$ cat src/rtl/mbenc_pkg.sv
// Package for the multiboot upload encoder: beat types, constants and CRC helpers.
// Used by mbenc_crypt, the top level and the port checker.
package mbenc_pkg;

    localparam int unsigned MAX_IMAGE_BYTES_DEF = 262144;
    localparam int unsigned OFFSET_W  = 19;
    localparam int unsigned CFG_IDX_W = 1;

    // Configuration register indexes.
    localparam logic [CFG_IDX_W-1:0] CFG_SESSION_KEY = 1'b0;
    localparam logic [CFG_IDX_W-1:0] CFG_IMAGE_BYTES = 1'b1;

    localparam logic [15:0] CRC_POLY     = 16'ha1c1;
    localparam logic [15:0] CRC_INIT     = 16'h15a0;
    localparam logic [31:0] KEY_MULT     = 32'h6177614B;
    localparam logic [31:0] KEY_ALT      = 32'h6F646573;
    localparam logic [31:0] SESSION_MASK = 32'h7365646F;
    localparam logic [31:0] BODY_XOR     = 32'h20796220;
    localparam logic [31:0] OFFSET_BASE  = 32'h02000000;
    localparam logic [31:0] HS_BASE      = 32'h00380000;
    localparam logic [31:0] HS_MARK      = 32'h80808080;
    localparam logic [OFFSET_W-1:0] HEADER_END = 19'h000C0;
    localparam logic [OFFSET_W-1:0] WORD_BYTES = 19'h00004;
    localparam int unsigned MIN_SEND_BYTES = 512;

    // Two key steps folded into one multiply: k*M*M + M + 1.
    localparam logic [63:0] KEY_MULT_SQ_FULL = 64'(KEY_MULT) * 64'(KEY_MULT);
    localparam logic [31:0] KEY_MULT_SQ  = KEY_MULT_SQ_FULL[31:0];
    localparam logic [31:0] KEY_STEP2_ADD = KEY_MULT + 32'd1;

    typedef enum logic [1:0] {
        KIND_HANDSHAKE = 2'd0,
        KIND_HEADER    = 2'd1,
        KIND_BODY      = 2'd2,
        KIND_CRC       = 2'd3
    } kind_t;

    typedef struct packed {
        logic [31:0] data_word;
        logic        is_final_word;
    } in_item_t;

    typedef struct packed {
        logic [31:0] out_word;
        kind_t       word_kind;
        logic        end_of_run;
    } out_item_t;

    // Running state carried from one word to the next.
    typedef struct packed {
        logic [15:0]         crc;
        logic [31:0]         key;
        logic [OFFSET_W-1:0] offset;
    } run_state_t;

    // Results of one word: one or two beats.
    typedef struct packed {
        logic      pair;
        out_item_t first_beat;
        out_item_t second_beat;
    } beats_t;

    // Bit-serial CRC over one word; used only to build the column table below.
    function automatic logic [15:0] crc_serial(logic [15:0] c, logic [31:0] v);
        logic [15:0] r;
        logic        fb;
        r = c;
        for (int b = 0; b < 32; b++) begin
            fb = r[0] ^ v[b];
            r  = r >> 1;
            if (fb)
            begin
                r = r ^ CRC_POLY;
            end
        end
        return r;
    endfunction

    // The CRC update is linear: one column per CRC bit, then one per data bit.
    function automatic logic [47:0][15:0] crc_columns();
        logic [47:0][15:0] cols;
        for (int i = 0; i < 16; i++) begin
            cols[i] = crc_serial(16'(1) << i, 32'd0);
        end
        for (int i = 0; i < 32; i++) begin
            cols[16 + i] = crc_serial(16'd0, 32'(1) << i);
        end
        return cols;
    endfunction

    localparam logic [47:0][15:0] CRC_COLS = crc_columns();

    // Word-wide CRC as an XOR of independent columns.
    function automatic logic [15:0] crc_update(logic [15:0] c, logic [31:0] v);
        logic [15:0] acc;
        acc = 16'd0;
        for (int i = 0; i < 16; i++) begin
            if (c[i])
            begin
                acc = acc ^ CRC_COLS[i];
            end
        end
        for (int i = 0; i < 32; i++) begin
            if (v[i])
            begin
                acc = acc ^ CRC_COLS[16 + i];
            end
        end
        return acc;
    endfunction

    function automatic logic [31:0] swap32(logic [31:0] v);
        return {v[7:0], v[15:8], v[23:16], v[31:24]};
    endfunction

    // Handshake key as it goes on the link, from the send size in bytes.
    function automatic logic [31:0] handshake_word(logic [31:0] size);
        logic [31:0] s;
        logic [31:0] r2;
        logic [7:0]  top;
        logic [31:0] r3;
        s   = (size - 32'(MIN_SEND_BYTES)) >> 3;
        r2  = ((s & 32'h3F80) << 1) | ((s & 32'h4000) << 2) | (s & 32'h7F) | HS_BASE;
        top = r2[15:8] + r2[23:16] + r2[7:0];
        r3  = {top, 24'd0} | r2 | HS_MARK;
        return r3 ^ (r3[9] ? KEY_ALT : KEY_MULT);
    endfunction

endpackage

$ cat src/rtl/mbenc_crypt.sv
// Encoding logic for one image word: CRC, key stepping and beat formation.
// Depends on mbenc_pkg; instantiated by multiboot_upload_encryptor_top.
module mbenc_crypt
    import mbenc_pkg::*;
#(
    parameter int unsigned SIZE_W = 19
) (
    input  in_item_t    item,
    input  run_state_t  state,
    input  logic [31:0] session_key,
    input  logic [SIZE_W-1:0] send_size,
    input  logic [31:0] hs_word,
    output run_state_t  state_next,
    output beats_t      beats
);

    logic        first_word;
    logic        in_header;
    logic [31:0] key_base;
    logic [15:0] crc_base;
    logic [31:0] key_one;
    logic [31:0] key_two;
    logic [15:0] crc_new;
    logic [OFFSET_W-1:0] off_next;
    logic [31:0] main_word;
    logic [31:0] crc_plain;
    logic [31:0] crc_key;
    logic [31:0] crc_enc;
    logic [31:0] off_term;
    logic [31:0] off_term_next;

    // A zero offset starts a run: reload the key from the session word.
    assign first_word = (state.offset == '0);
    assign in_header  = (state.offset < HEADER_END);
    assign key_base   = first_word ? swap32(session_key ^ SESSION_MASK) : state.key;
    assign crc_base   = first_word ? CRC_INIT : state.crc;

    // One and two key steps, computed side by side.
    assign key_one = key_base * KEY_MULT + 32'd1;
    assign key_two = key_base * KEY_MULT_SQ + KEY_STEP2_ADD;

    assign crc_new  = in_header ? crc_base : crc_update(crc_base, item.data_word);
    assign off_next = state.offset + WORD_BYTES;

    // Negated offset terms for this word and for the CRC word after it.
    assign off_term      = 32'd0 - (32'(state.offset) + OFFSET_BASE);
    assign off_term_next = 32'd0 - (32'(off_next) + OFFSET_BASE);

    assign main_word = in_header ? item.data_word
                                 : (item.data_word ^ key_one ^ off_term ^ BODY_XOR);

    // Header words leave the key alone, so the CRC word takes only one step then.
    assign crc_plain = {16'(send_size), crc_new};
    assign crc_key   = in_header ? key_one : key_two;
    assign crc_enc   = crc_plain ^ crc_key ^ off_term_next ^ BODY_XOR;

    // Next run state; the final word restarts the run.
    always_comb
    begin
        if (item.is_final_word)
        begin
            state_next.crc    = CRC_INIT;
            state_next.key    = 32'd0;
            state_next.offset = '0;
        end
        else
        begin
            state_next.crc    = crc_new;
            state_next.key    = in_header ? key_base : key_one;
            state_next.offset = off_next;
        end
    end

    // Beat formation: handshake first on a new run, CRC last on a final word that does not open a run.
    always_comb
    begin
        beats = '0;
        if (first_word)
        begin
            beats.pair                   = 1'b1;
            beats.first_beat.out_word    = hs_word;
            beats.first_beat.word_kind   = KIND_HANDSHAKE;
            beats.first_beat.end_of_run  = 1'b0;
            beats.second_beat.out_word   = main_word;
            beats.second_beat.word_kind  = KIND_HEADER;
            beats.second_beat.end_of_run = 1'b1;
        end
        else if (item.is_final_word)
        begin
            beats.pair                   = 1'b1;
            beats.first_beat.out_word    = main_word;
            beats.first_beat.word_kind   = in_header ? KIND_HEADER : KIND_BODY;
            beats.first_beat.end_of_run  = 1'b0;
            beats.second_beat.out_word   = crc_enc;
            beats.second_beat.word_kind  = KIND_CRC;
            beats.second_beat.end_of_run = 1'b1;
        end
        else
        begin
            beats.pair                  = 1'b0;
            beats.first_beat.out_word   = main_word;
            beats.first_beat.word_kind  = in_header ? KIND_HEADER : KIND_BODY;
            beats.first_beat.end_of_run = 1'b1;
        end
    end

endmodule

$ cat src/rtl/multiboot_upload_encryptor_top.sv
// Multiboot upload encoder, top level: input register, state, output buffer, config.
// Depends on mbenc_pkg and mbenc_crypt.
//
// Takes one image word per beat and gives the words to put on the link. A word
// passes an input register, combinational encoding logic and a two-entry output
// buffer. A word that gives one result is taken every cycle while the output side
// keeps up; the first word of a run (handshake key plus header) and the final word
// (last word plus CRC word) give two results, and the next word waits for room.
// The key multiply on the run state sets the cycle time. Configuration is
// registered, the size through image_bytes_reg and then size_reg and hs_reg.
// The user must write it only while idle; the block itself does not enforce it.
module multiboot_upload_encryptor_top
    import mbenc_pkg::*;
#(
    parameter int unsigned MAX_IMAGE_BYTES = MAX_IMAGE_BYTES_DEF
) (
    input  logic                 clk,
    input  logic                 rst_n,
    input  logic                 in_valid,
    output logic                 in_ready,
    input  in_item_t             in_data,
    output logic                 out_valid,
    input  logic                 out_ready,
    output out_item_t            out_data,
    input  logic                 cfg_valid,
    output logic                 cfg_ready,
    input  logic [CFG_IDX_W-1:0] cfg_index,
    input  logic [31:0]          cfg_data
);

    localparam int unsigned SIZE_W = $clog2(MAX_IMAGE_BYTES + 1);

    logic [31:0]       session_key_reg;
    logic [OFFSET_W-1:0] image_bytes_reg;
    logic [SIZE_W-1:0] size_reg;
    logic [31:0]       hs_reg;
    logic [19:0]       size_round;
    logic [19:0]       size_clamp;

    logic              in_vld_reg;
    in_item_t          in_item_reg;
    run_state_t        state_reg;
    run_state_t        state_next;
    beats_t            beats;
    logic              advance;

    out_item_t         slot0_reg;
    out_item_t         slot1_reg;
    logic [1:0]        count_reg;
    logic              pop;

    // Configuration writes are always taken.
    assign cfg_ready = 1'b1;

    always_ff @(posedge clk or negedge rst_n)
    begin
        if (!rst_n)
        begin
            session_key_reg <= 32'd0;
            image_bytes_reg <= OFFSET_W'(MIN_SEND_BYTES);
        end
        else if (cfg_valid)
        begin
            case (cfg_index)
                CFG_SESSION_KEY: session_key_reg <= cfg_data;
                CFG_IMAGE_BYTES: image_bytes_reg <= cfg_data[OFFSET_W-1:0];
                default:         session_key_reg <= session_key_reg;
            endcase
        end
    end

    // Send size: rounded up to 8 bytes and clamped, then the handshake key.
    always_comb
    begin
        size_round = (20'(image_bytes_reg) + 20'd7) & ~20'd7;
        if (size_round < 20'(MIN_SEND_BYTES))
        begin
            size_clamp = 20'(MIN_SEND_BYTES);
        end
        else if (size_round > 20'(MAX_IMAGE_BYTES))
        begin
            size_clamp = 20'(MAX_IMAGE_BYTES);
        end
        else
        begin
            size_clamp = size_round;
        end
    end

    always_ff @(posedge clk)
    begin
        size_reg <= SIZE_W'(size_clamp);
        hs_reg   <= handshake_word(32'(size_clamp));
    end

    // Input register; it moves on when the output buffer has room for two beats.
    assign advance  = in_vld_reg && ((count_reg == 2'd0) || ((count_reg == 2'd1) && out_ready));
    assign in_ready = !in_vld_reg || advance;

    always_ff @(posedge clk or negedge rst_n)
    begin
        if (!rst_n)
        begin
            in_vld_reg <= 1'b0;
        end
        else if (in_ready)
        begin
            in_vld_reg <= in_valid;
        end
    end

    always_ff @(posedge clk)
    begin
        if (in_valid && in_ready)
        begin
            in_item_reg <= in_data;
        end
    end

    mbenc_crypt #(
        .SIZE_W (SIZE_W)
    ) u_crypt (
        .item        (in_item_reg),
        .state       (state_reg),
        .session_key (session_key_reg),
        .send_size   (size_reg),
        .hs_word     (hs_reg),
        .state_next  (state_next),
        .beats       (beats)
    );

    // Run state advances with each encoded word.
    always_ff @(posedge clk or negedge rst_n)
    begin
        if (!rst_n)
        begin
            state_reg.crc    <= CRC_INIT;
            state_reg.key    <= 32'd0;
            state_reg.offset <= '0;
        end
        else if (advance)
        begin
            state_reg <= state_next;
        end
    end

    // Output buffer: slot 0 is the beat on offer, slot 1 the one behind it.
    assign pop       = out_valid && out_ready;
    assign out_valid = (count_reg != 2'd0);
    assign out_data  = slot0_reg;

    always_ff @(posedge clk or negedge rst_n)
    begin
        if (!rst_n)
        begin
            count_reg <= 2'd0;
        end
        else if (advance)
        begin
            count_reg <= beats.pair ? 2'd2 : 2'd1;
        end
        else if (pop)
        begin
            count_reg <= count_reg - 2'd1;
        end
    end

    always_ff @(posedge clk)
    begin
        if (advance)
        begin
            slot0_reg <= beats.first_beat;
            slot1_reg <= beats.second_beat;
        end
        else if (pop)
        begin
            slot0_reg <= slot1_reg;
        end
    end

endmodule

$ cat config.mk
export PLATFORM = sky130hd
export DESIGN_NAME = multiboot_upload_encryptor_top
export DESIGN_NICKNAME = d
export VERILOG_FILES = /design/src/rtl/mbenc_pkg.sv /design/src/rtl/mbenc_crypt.sv /design/src/rtl/multiboot_upload_encryptor_top.sv
export SDC_FILE = /design/constraint.sdc
export NUM_CORES = 2
export LEC_CHECK = 0
export BUFFER_PORTS_ARGS = -buffer_cell sky130_fd_sc_hd__clkbuf_2
export CAP_MARGIN = 15
export CORE_AREA = 2 2 299 301
export CTS_CLUSTER_SIZE = 28
export DETAILED_ROUTE_END_ITERATION = 12
export DIE_AREA = 0 0 301 303
export PLACE_DENSITY = 0.49
export SETUP_SLACK_MARGIN = 0.05
export SLEW_MARGIN = 10
export SYNTH_ARGS = -nofsm -noshare
export SYNTH_HDL_FRONTEND = slang
export SYNTH_SLANG_ARGS = --single-unit
$ cat constraint.sdc
create_clock -name clk -period 11.36 [get_ports clk]
set_input_delay 2.272 -clock clk [delete_from_list [all_inputs] [get_ports clk]]
set_output_delay 2.272 -clock clk [all_outputs]
set_load 0.005 [all_outputs]
After elaboration in Yosys (flattened, before gate mapping)
Index checks and enable logic that the tools add are counted.
- add/sub/neg operators: 12
- multipliers: 2
- order comparisons: 3
- equal/unequal tests: 1
- multiplexer cells: 67
- bitwise logic cells: 59
- reduce and logical (&&, ||, !) cells: 13
- operators with widths (kind ; number):
    $mux 16 ; 34
    $mux 15 ; 10
    $mux 32 ; 4
    $xor 32x32->32 ; 4
    $mux 35 ; 3
    $not 11->11 ; 8
    $mux 14 ; 6
    $mux 71 ; 1
    $not 10->10 ; 7
    $mux 67 ; 1
    $mul 32x31->32 const B ; 2
    $sub 1x32->32 const A ; 2
    $not 8->8 ; 7
    $add 19x26->27 const B ; 2
    $not 6->6 ; 7
    $mux 18 ; 2
    $mux 36 ; 1
    $not 9->9 ; 4
    $not 7->7 ; 5
    $add 32x1->32 const B ; 1
    $add 32x31->32 const B ; 1
    $xor 32x31->32 ; 1
    $or 31x22->31 ; 1
    $mux 28 ; 1
    25 further kinds ; 42
- register bits after elaboration: 272
- bits of input ports: 71
- word-level logic and storage cells: 174

Logic depth before layout (Yosys ltp)
- depth in word-level cells: 105
- mapped depth: 38
- depth with buffers taken out: 34

Hierarchy
A second synthesis with hierarchy kept.
- cells, all modules: 3664
- area total of the unflattened synthesis: 33865.0 um2
- modules (own cells, without submodules) (module ; times used ; cells an instance ; area each (um2) ; sequential area each (um2)):
    mbenc_crypt ; 1 ; 2801 ; 23747.8 ; 0.0
    multiboot_upload_encryptor_top ; 1 ; 863 ; 10117.2 ; 6869.1

Worst setup path after synthesis
Ideal clock, no wire load.
- path type: reg-to-reg
- start point: reg state_reg[9] (netlist bit)
- end point: reg slot1_reg[33] (netlist bit), data pin
- library setup time: 0.271 ns
- arrival: 9.894 ns
- required time: 11.089 ns
- path slack: 1.195 ns
- stages on the path, launching flop included: 35
- path buffers: 6
- period minus slack after synthesis: 10.165 ns
- cell sequence: dfrtp_1 -> buf_6 -> or4_1 -> buf_2 -> or4_4 -> buf_6 -> nor2_8 -> buf_6 -> buf_2 -> buf_2 -> mux2i_1 -> inv_1 -> fa_1 -> fa_1 -> fa_1 -> inv_1 -> fa_1 -> inv_1 -> fa_1 -> fa_1 -> fa_1 -> inv_1 -> fa_1 -> inv_1 -> ha_1 -> nand4_1 -> nor4_1 -> o21ai_0 -> or2_2 -> a21bo_2 -> and3_1 -> nor3_1 -> o21ai_0 -> xor2_1 -> o22ai_1
- RTL lines (element ; RTL line ; text):
    from (decl) ; multiboot_upload_encryptor_top.sv:42 ; run_state_t state_reg;
    from (signal assigned) ; multiboot_upload_encryptor_top.sv:143 ; state_reg <= state_next;
    to (signal assigned) ; multiboot_upload_encryptor_top.sv:173 ; slot1_reg <= beats.second_beat;
    to (decl) ; multiboot_upload_encryptor_top.sv:48 ; out_item_t slot1_reg;

==> run_summary.xml <==
<?xml version="1.0" encoding="UTF-8"?>
<metrics>
  <group name="floorplanning">
    <metric name="io-pin-count" unit="">109</metric>
    <metric name="die-height" unit="um">303</metric>
    <metric name="core.rowCount" unit="">109</metric>
    <metric name="die-width" unit="um">301</metric>
    <metric name="floorplan.die_area" unit="um2">91200</metric>
    <metric name="design.core.area" unit="um2">87970</metric>
    <metric name="initial_utilization" unit="%">37.78</metric>
  </group>
  <group name="logic_synthesis">
    <metric name="synth_top_flop_cell" unit="">sky130_fd_sc_hd__dfrtp_1</metric>
    <metric name="syn_nets" unit="">4247</metric>
    <metric name="synthesis.instances" unit="">3426</metric>
    <metric name="seq_area_frac_synth" unit="%">20.25</metric>
    <metric name="yosysUniqueCellTypes" unit="">92</metric>
    <metric name="syn_avg_cell_area" unit="um2">9.699</metric>
    <metric name="post_syn_area" unit="um2">33230</metric>
    <metric name="synth_edf_count" unit="">102</metric>
    <metric name="postSynthRegisterBits" unit="">255</metric>
    <metric name="synth-warning-count" unit="">0</metric>
    <metric name="async_flop_share" unit="%">46.67</metric>
  </group>
  <group name="worst_setup_path">
    <metric name="timing.critical_path.required" unit="ns">11.68</metric>
    <metric name="critical_path.top_delay_family" unit="">adder cells</metric>
    <metric name="critical_path_arrival" unit="ns">10.91</metric>
    <metric name="worst-setup-path-type" unit="">register to register</metric>
    <metric name="timing.critical_path.to_type" unit="">register</metric>
    <metric name="cp_max_fo" unit="">26</metric>
    <metric name="largest_stage_delay_worst_path" unit="ns">0.77</metric>
    <metric name="timing.critical_path.slowest_stage_cell" unit="">sky130_fd_sc_hd__fa_1</metric>
    <metric name="crit_path_frequent_cell" unit="">sky130_fd_sc_hd__fa_1</metric>
    <metric name="critical_path_depth" unit="">31</metric>
    <metric name="reg2reg_setup_slack" unit="ns">0.77</metric>
    <metric name="timing.reg2reg.worst_path_depth" unit="">31</metric>
    <metric name="path_buf_inv" unit="">8</metric>
    <metric name="worst_setup_path_start_kind" unit="">register</metric>
  </group>
  <group name="routing">
    <metric name="postRouteWirelength" unit="um">115800</metric>
    <metric name="postRouteAntennaNets" unit="">0</metric>
    <metric name="vias" unit="">23890</metric>
    <metric name="wl_per_cell" unit="um">24.68</metric>
    <metric name="via_per_inst" unit="">5.090</metric>
    <metric name="detailedRoute.firstIterationViolations" unit="">2125</metric>
    <metric name="drtPass1Iterations" unit="">7</metric>
    <metric name="drc" unit="">0</metric>
  </group>
  <group name="place">
    <metric name="gp_congestion" unit="">1.006</metric>
    <metric name="place.port_buffers" unit="">107</metric>
    <metric name="dp_hpwl" unit="um">96960</metric>
  </group>
  <group name="clock_tree">
    <metric name="clkSlewWorstSetupHoldPaths" unit="ns">0.06</metric>
    <metric name="root_buffer" unit="">sky130_fd_sc_hd__clkbuf_16</metric>
    <metric name="cts-hold-fix-buffers" unit="">0</metric>
    <metric name="tritoncts_clock_tree" unit="">yes</metric>
    <metric name="numClockSinks" unit="">255</metric>
    <metric name="buffers_from_clock_root_to_sink_at_most" unit="">3</metric>
    <metric name="cts_post_setup_buffers_inserted" unit="">0</metric>
    <metric name="cts_max_level" unit="">1</metric>
    <metric name="tritoncts.num_buffers" unit="">29</metric>
    <metric name="post_cts.resized_instances" unit="">0</metric>
    <metric name="clock_latency" unit="ns">0.60</metric>
  </group>
  <group name="global_route">
    <metric name="grt_first_pass_wirelength" unit="um">171800</metric>
    <metric name="initial_antenna_violation_count" unit="">2</metric>
    <metric name="aggregate_global_route_resource_usage" unit="%">26.01</metric>
    <metric name="grt_max_degree" unit="">63</metric>
    <metric name="via_count_of_the_first_global_routing_pass" unit="">24690</metric>
    <metric name="gr-total-overflow" unit="">0</metric>
  </group>
  <group name="final_layout">
    <metric name="drive_above_1_share" unit="%">9.323</metric>
    <metric name="mostFrequentLayoutCells" unit="">sky130_fd_sc_hd__inv_1 (752), sky130_fd_sc_hd__fa_1 (415), sky130_fd_sc_hd__ha_1 (335)</metric>
    <metric name="mostFrequentLayoutCell" unit="">sky130_fd_sc_hd__inv_1</metric>
    <metric name="area_growth" unit="%">8.980</metric>
    <metric name="antenna_cells_inserted" unit="">0</metric>
    <metric name="largest_register_ff_count" unit="">65</metric>
    <metric name="finalNetCount" unit="">4327</metric>
  </group>
  <group name="sta">
    <metric name="final.min_clock_period" unit="ns">10.59</metric>
    <metric name="hold-worst-slack" unit="ns">0.4862</metric>
    <metric name="fin_worst_skew" unit="ns">0.02570</metric>
    <metric name="grt_setup_unrepaired" unit="">false</metric>
    <metric name="setup_violations" unit="">0</metric>
    <metric name="max_freq" unit="GHz">0.09439</metric>
    <metric name="min_period_over_period" unit="%">93.26</metric>
    <metric name="worst-slew-pin-transition" unit="ns">1.184</metric>
    <metric name="setup_tns" unit="ns">0</metric>
    <metric name="slew_violations" unit="">0</metric>
    <metric name="max_slew_margin" unit="%">20.87</metric>
    <metric name="final-hold-violation-count" unit="">0</metric>
  </group>
  <group name="min_path">
    <metric name="worstHoldPathCells" unit="">2</metric>
    <metric name="timing.hold.worst.class" unit="">register to register</metric>
  </group>
  <group name="run">
    <metric name="max_cap_violations" unit="">0</metric>
  </group>
  <group name="status">
    <metric name="outcome" unit="">finished, final reports clean</metric>
  </group>
</metrics>
synth_stat cells, types with 11 or more instances:
library cell / count / area (um2)
sky130_fd_sc_hd__clkbuf_1: 87 / 326.6
sky130_fd_sc_hd__xnor3_1: 19 / 427.9
sky130_fd_sc_hd__buf_2: 13 / 65.06
sky130_fd_sc_hd__edfxtp_1: 102 / 3063
sky130_fd_sc_hd__mux2_2: 55 / 619.3
sky130_fd_sc_hd__xor2_1: 104 / 910.9
sky130_fd_sc_hd__nand2_1: 186 / 698.2
sky130_fd_sc_hd__a31oi_1: 11 / 68.82
sky130_fd_sc_hd__xnor2_1: 327 / 2864
sky130_fd_sc_hd__nor3_1: 38 / 190.2
sky130_fd_sc_hd__and3_1: 17 / 106.4
sky130_fd_sc_hd__o21ai_0: 139 / 695.7
sky130_fd_sc_hd__inv_1: 753 / 2826
sky130_fd_sc_hd__a21oi_1: 129 / 645.6
sky130_fd_sc_hd__ha_1: 335 / 4192
sky130_fd_sc_hd__fa_1: 415 / 8308
sky130_fd_sc_hd__a21o_1: 31 / 232.7
sky130_fd_sc_hd__or3_1: 12 / 75.07
sky130_fd_sc_hd__nor2_1: 159 / 596.8
sky130_fd_sc_hd__o211ai_1: 15 / 112.6
sky130_fd_sc_hd__o22ai_1: 21 / 131.4
sky130_fd_sc_hd__dfxtp_1: 34 / 680.7
sky130_fd_sc_hd__o21ai_1: 11 / 55.05
sky130_fd_sc_hd__mux2i_1: 32 / 320.3
sky130_fd_sc_hd__nand3_1: 38 / 190.2
sky130_fd_sc_hd__buf_1: 14 / 52.55
sky130_fd_sc_hd__a22o_1: 17 / 148.9
sky130_fd_sc_hd__dfrtp_1: 113 / 2828
layout make-up:
class / count / area [um2]
Clock buffer: 30 / 729.5
Clock inverter: 24 / 254.0
Fill cell: 8819 / 51750
Inverter: 755 / 2834
Multi-Input combinational cell: 2297 / 23210
Sequential cell: 255 / 6729
Tap cell: 1165 / 1458
Timing Repair Buffer: 168 / 999.7
stage by stage:
step	setup WS, ns	cell area (um2)	std cells	utilization, %
global route	0.2933	36210	4694	41.17
finish	0.7654	36210	4694	41.17
detailed placement	0.8717	35230	4640	40.05
global placement	0.9413	35220	4639	40.04
floorplan	1.195	33230	3426	-
CTS	0.8198	36210	4694	41.17
cell families after synthesis:
group / after synthesis / synth area share [%]
XOR/XNOR: 457 / 13.06
AO/OA/AOI/OAI: 467 / 8.717
multiplexers: 89 / 2.911
adder cells (fa/ha/maj): 750 / 37.62
AND/OR/NAND/NOR: 533 / 7.414
buffers and inverters: 874 / 10.02
other: 1 / 0.01129
flip-flops: 255 / 20.25
worst paths after layout:
kind                                           start                              end
min                        state_reg[25]$_DFFE_PN0P_        state_reg[25]$_DFFE_PN0P_
min reg2reg                state_reg[25]$_DFFE_PN0P_        state_reg[25]$_DFFE_PN0P_
max in group asynchronous                      rst_n  session_key_reg[28]$_DFFE_PN0P_
min in group asynchronous                      rst_n           in_vld_reg$_DFFE_PN0N_
max reg2reg                state_reg[10]$_DFFE_PN0P_          slot1_reg[33]$_DFFE_PP_
max                        state_reg[10]$_DFFE_PN0P_          slot1_reg[33]$_DFFE_PP_
layer usage:
layer	global-route usage (%)	wire length, um
met1	38.76	54470
met2	40.34	51170
met3	3.709	7678
met4	4.904	2508
met5	0	0
worst register-to-register path: cells and delay by family, from the launching register on:
family	cells	cell delay, ns
and+or+nand+nor	8	2.79
DFF	1	0.55
xor gates and xnor gates	1	0.17
adders and majority gates	9	4.78
AOI/OAI and AO/OA	5	0.89
buffers and inverters	8	1.17
Power is not shown: default switching activity piles up to over one toggle a cycle in this logic, so the estimate is an artifact.
